==> config.mk <==
export PLATFORM = sky130hd
export DESIGN_NAME = bzf_div
export DESIGN_NICKNAME = d
export VERILOG_FILES = /design/src/design/bzf_pkg.sv /design/src/design/bzf_div.sv
export SDC_FILE = /design/constraint.sdc
export NUM_CORES = 1
export LEC_CHECK = 0
export ABC_CLOCK_PERIOD_IN_PS = 4400
export BUFFER_PORTS_ARGS = -buffer_cell sky130_fd_sc_hd__buf_4
export CAP_MARGIN = 20
export CORE_UTILIZATION = 35
export CTS_CLUSTER_DIAMETER = 40
export CTS_CLUSTER_SIZE = 14
export DETAILED_ROUTE_END_ITERATION = 8
export GPL_TIMING_DRIVEN = 0
export PLACE_DENSITY_LB_ADDON = 0.2
export RECOVER_POWER = 100
export SYNTH_ARGS = -nofsm -noshare
export SYNTH_HDL_FRONTEND = slang
export SYNTH_SLANG_ARGS = --single-unit
==> constraint.sdc <==
create_clock -name clk -period 4.4 [get_ports clk]
set_input_delay 0.22 -clock clk [delete_from_list [all_inputs] [get_ports clk]]
set_output_delay 0.22 -clock clk [all_outputs]
set_load 0.005 [all_outputs]
==> src/design/bzf_pkg.sv <==
// ----------------------------------------------------------------------------
// bzf_pkg
// Shared types and constants for the cubic Bezier flattener.
// ----------------------------------------------------------------------------
package bzf_pkg;

    localparam int COORD_W       = 32;
    localparam int FRAC_BITS_DEF = 16;
    localparam int SEG_W         = 6;
    localparam int MIN_SEG       = 9;
    localparam int MAX_SEG_RST   = 63;
    localparam int AREA_W        = 64;
    localparam int SQRT_STEPS    = AREA_W / 2;
    localparam int CF_W          = 36;
    localparam int VAL_W         = 48;
    localparam int QUO_W         = 52;
    localparam int DEN_W         = 3 * SEG_W;
    localparam int N_DIFF        = 6;
    localparam int N_LANE        = 2;

    typedef struct packed {
        logic signed [COORD_W-1:0] start_x;
        logic signed [COORD_W-1:0] start_y;
        logic signed [COORD_W-1:0] ctrl1_x;
        logic signed [COORD_W-1:0] ctrl1_y;
        logic signed [COORD_W-1:0] ctrl2_x;
        logic signed [COORD_W-1:0] ctrl2_y;
        logic signed [COORD_W-1:0] end_x;
        logic signed [COORD_W-1:0] end_y;
    } bzf_in_t;

    typedef struct packed {
        logic signed [COORD_W-1:0] point_x;
        logic signed [COORD_W-1:0] point_y;
        logic                      last;
    } bzf_out_t;

    // value = q * d + r, 0 <= r < d
    typedef struct packed {
        logic signed [QUO_W-1:0] q;
        logic [DEN_W-1:0]        r;
    } bzf_mix_t;

    typedef enum logic [3:0] {
        ST_IDLE,
        ST_CROSS,
        ST_AREA,
        ST_SQRT,
        ST_CLAMP,
        ST_COEF,
        ST_MULS,
        ST_DIFF,
        ST_DIV,
        ST_INIT,
        ST_UPD,
        ST_EMIT,
        ST_LAST
    } bzf_state_t;

endpackage

==> src/design/bzf_div.sv <==
// ----------------------------------------------------------------------------
// bzf_div
// Radix-2 restoring divider, signed dividend by unsigned divisor, one
// quotient bit per cycle. Result is floor quotient and nonnegative remainder.
// ----------------------------------------------------------------------------
module bzf_div (
    input  logic                                clk,
    input  logic                                rst_n,
    input  logic                                go,
    input  logic signed [bzf_pkg::VAL_W-1:0]    dividend,
    input  logic [bzf_pkg::DEN_W-1:0]           divisor,
    output logic                                done,
    output bzf_pkg::bzf_mix_t                   quot
);
    import bzf_pkg::*;

    localparam int CNT_W = $clog2(VAL_W + 1);

    logic             run_reg;
    logic             done_reg;
    logic [CNT_W-1:0] cnt_reg;
    logic             neg_reg;
    logic [DEN_W-1:0] den_reg;
    logic [DEN_W-1:0] rem_reg;
    logic [VAL_W-1:0] mq_reg;

    logic [DEN_W:0]   trial;
    logic             ge;
    logic             rem_nz;
    logic [QUO_W-1:0] q_mag;

    assign trial  = {rem_reg, mq_reg[VAL_W-1]};
    assign ge     = trial >= {1'b0, den_reg};
    assign rem_nz = |rem_reg;
    assign q_mag  = QUO_W'(mq_reg);

    always_ff @(posedge clk or negedge rst_n)
    begin
        if (!rst_n)
        begin
            run_reg  <= 1'b0;
            done_reg <= 1'b0;
            cnt_reg  <= '0;
        end
        else
        begin
            done_reg <= run_reg && (cnt_reg == CNT_W'(1));
            if (go)
            begin
                run_reg <= 1'b1;
                cnt_reg <= CNT_W'(VAL_W);
            end
            else if (run_reg)
            begin
                cnt_reg <= cnt_reg - CNT_W'(1);
                if (cnt_reg == CNT_W'(1))
                begin
                    run_reg <= 1'b0;
                end
            end
        end
    end

    always_ff @(posedge clk)
    begin
        if (go)
        begin
            neg_reg <= dividend[VAL_W-1];
            den_reg <= divisor;
            rem_reg <= '0;
            mq_reg  <= dividend[VAL_W-1] ? VAL_W'(-dividend) : VAL_W'(dividend);
        end
        else if (run_reg)
        begin
            rem_reg <= ge ? DEN_W'(trial - {1'b0, den_reg}) : trial[DEN_W-1:0];
            mq_reg  <= {mq_reg[VAL_W-2:0], ge};
        end
    end

    always_comb
    begin
        if (neg_reg && rem_nz)
        begin
            quot.q = -$signed(q_mag) - QUO_W'(1);
            quot.r = den_reg - rem_reg;
        end
        else if (neg_reg)
        begin
            quot.q = -$signed(q_mag);
            quot.r = rem_reg;
        end
        else
        begin
            quot.q = $signed(q_mag);
            quot.r = rem_reg;
        end
    end

    assign done = done_reg;

endmodule

==> results_dict.tcl <==
set metrics [dict create \
    outcome "finished, violations left" \
    violations "capacitance limit, slew limit, setup timing" \
    initial_core_util_pct 35.86 \
    overflow 0 \
    clk_latency_ps 360 \
    final-setup-viol-count 1 \
    drt_wl_total_um 33220 \
    port_buffers 139 \
    slew_violations 24 \
    final_nets 1539 \
    rr_worst_depth 13 \
    core_area_um2 27030 \
    vias_per_cell 5.713 \
    critPathCapture "quot[64]" \
    diodes 0 \
    required_ps 4180 \
    arrival_ps 4180 \
    hpwl_um 24960 \
    grt_max_degree 26 \
    fin_crit_sh_pct 100.0 \
    crit_path_end_kind "output pin" \
    dp.cells 1717 \
    synth_edf_count 67 \
    fp.dieW_um 168.4 \
    synth_fp_nets 1347 \
    vias 10135 \
    wl_per_cell_um 18.73 \
    area_delta_synth_final_pct 27.44 \
    clock_skew_ps 13.99 \
    crit_type "register to output pin" \
    preCtsSetupSlack_ps -860.7 \
    r2r_end "rem_reg[6]" \
    postLayoutCoreUtil_pct 45.69 \
    cts-htree-levels 3 \
    grt_setup_unrepaired "true" \
    grt_pass1_vias 9698 \
    slew_headroom_pct -26.56 \
    syn-cell-area_um2 9691 \
    ys_types 79 \
    drc 0 \
    drt_iter0_drc 884 \
    clk_pin_slew_ps 70 \
    r2r_slack_ps 660 \
    stdcell_count 1774 \
    syn_avg_cell_area_um2 7.840 \
    die_h_um 168.4 \
    antenna_found_initial 0 \
    synth_seq_area_share_pct 26.55 \
    grt_pass1_wl_um 51660 \
    cap_violations 1 \
    p_leak_nw 4.705 \
    layout-drive-gt1-share_pct 21.63 \
    place.gp.congestion 0.9235 \
    largest_reg_flops 48 \
    row_count 60 \
    reg2reg_from "mq_reg[47]" \
    min_from "divisor[5]" \
    tightest_slew_ps 1898 \
    final_common_cell "buf_4" \
    cts_buffer_depth 2 \
    ios 140 \
    die_area_um2 28360 \
    ys_ff_latch 93 \
    postSynth.asyncResetShare_pct 8.602 \
    ys.flop_type "edfxtp_1" \
    hold_viol 0 \
    p_per_area_nw_per_um2 442.1 \
    cts-root-buf "clkbuf_16" \
    crit_start "mq_reg[0]" \
    cts.sinks 93 \
    setup_ws_ps -1.970 \
    hold_path_class "input port to register" \
    cts_inserted_buffers 9 \
    peakVddDrop_v 0.0003335 \
    whs_ps 54.44 \
    max_freq_ghz 0.2272 \
    synth_warnings 0 \
    startpoint_type "register" \
    synthCells 1236 \
    layout_min_cycle_time_ps 4402 \
    antenna_left 0 \
    final_cell_mix "140 x buf_4, 122 x nor2_1, 111 x nand2_1, 80 x a21oi_1, 78 x xnor2_1" \
    drtPass1Iterations 7 \
    critPathMaxFanout 8 \
    cts_tree "done" \
    grt_use_total_pct 23.13 \
]
layout make-up:
| cell class | count | area, µm² |
|---|---|---|
| Timing Repair Buffer | 190 | 1445 |
| Fill cell | 2741 | 14680 |
| Clock buffer | 11 | 242.7 |
| Tap cell | 341 | 426.7 |
| Buffer | 67 | 281.5 |
| Inverter | 53 | 198.9 |
| Clock inverter | 5 | 51.30 |
| Multi-Input combinational cell | 1014 | 7131 |
| Sequential cell | 93 | 2572 |
cell families after synthesis:
kind of cell             Yosys count  synth area share, %
buffers and inverters            129                5.203
AND/OR/NAND/NOR                  510                27.10
AO/OA/AOI/OAI                    296                20.18
multiplexers                      17                1.924
adder cells (fa/ha/maj)           42                5.578
flip-flops                        93                26.55
XOR/XNOR                         149                13.47
through the flow:
stage | setup TNS, ps | cell area (µm²) | power [mW]
floorplan | 0 | 9691 | 3.274
global placement | -10550 | 11160 | 4.450
detailed placement | -10490 | 11180 | 4.482
CTS | -1.580 | 12080 | 5.428
global route | -576.8 | 12350 | 5.850
finish | -1.970 | 12350 | 5.460
where the power goes:
group          leakage, nW  switching, mW  internal [mW]
Clock                0.143          0.358          0.453
Combinational         3.64           1.81           1.51
Sequential           0.920          0.216           1.11
timing repair:
| action | CTS | global route |
|---|---|---|
| buffers inserted | 36 | 13 |
| pin swaps | 23 | 16 |
| gates resized for setup | 65 | 49 |
| endpoints found under the setup margin | 37 | 23 |
| hold buffers | 1 | 0 |
| hold endpoints to repair | 8 | 0 |
metal layers:
layer  wire, µm  share of wire (%)  global-route usage (%)  up-vias
met5          0                  0                       0        -
met4       1246                3.8                   10.67        0
met3       1887                5.7                   2.398       70
met2      15650                 47                   38.81      349
met1      14430                 43                   29.85     4786
li1           -                  -                       -     4930
worst max-delay path: stages (launching register included):
cell,delay [ps]
edfxtp_1,420
buf_6,140
buf_6,120
or4_4,490
or4_4,450
a32oi_4,310
nand4_4,160
or2_4,340
nor4_4,370
nand4b_1,260
or3_1,360
nand3_1,100
xnor2_1,140
buf_4,140
Yosys cell counts, drive strengths merged, types with 18 or more instances:
| cell | instances | area [µm²] |
|---|---|---|
| nor3 | 49 | 245.2 |
| dfxtp | 18 | 360.4 |
| or2 | 18 | 115.1 |
| ha | 40 | 500.5 |
| xor2 | 68 | 595.6 |
| or3 | 24 | 150.1 |
| edfxtp | 67 | 2012 |
| nand4 | 29 | 187.7 |
| clkbuf | 59 | 221.5 |
| nand3 | 39 | 200.2 |
| or4 | 23 | 176.4 |
| nand2 | 112 | 420.4 |
| xnor2 | 81 | 709.4 |
| nor2 | 129 | 484.2 |
| o31ai | 23 | 172.7 |
| o21ai | 60 | 300.3 |
| inv | 52 | 195.2 |
| nor4 | 32 | 234.0 |
| a21oi | 81 | 405.4 |
worst min path at each step:
stage	slack, ps	end	cells after the start
CTS	20	den_reg[8]	1
finish	50	den_reg[5]	1
global route	50	den_reg[8]	1
floorplan	-80	cnt_reg[0]	0
detailed placement	50	done	1
global placement	50	done	1
Power figures use the tool's default switching activity.
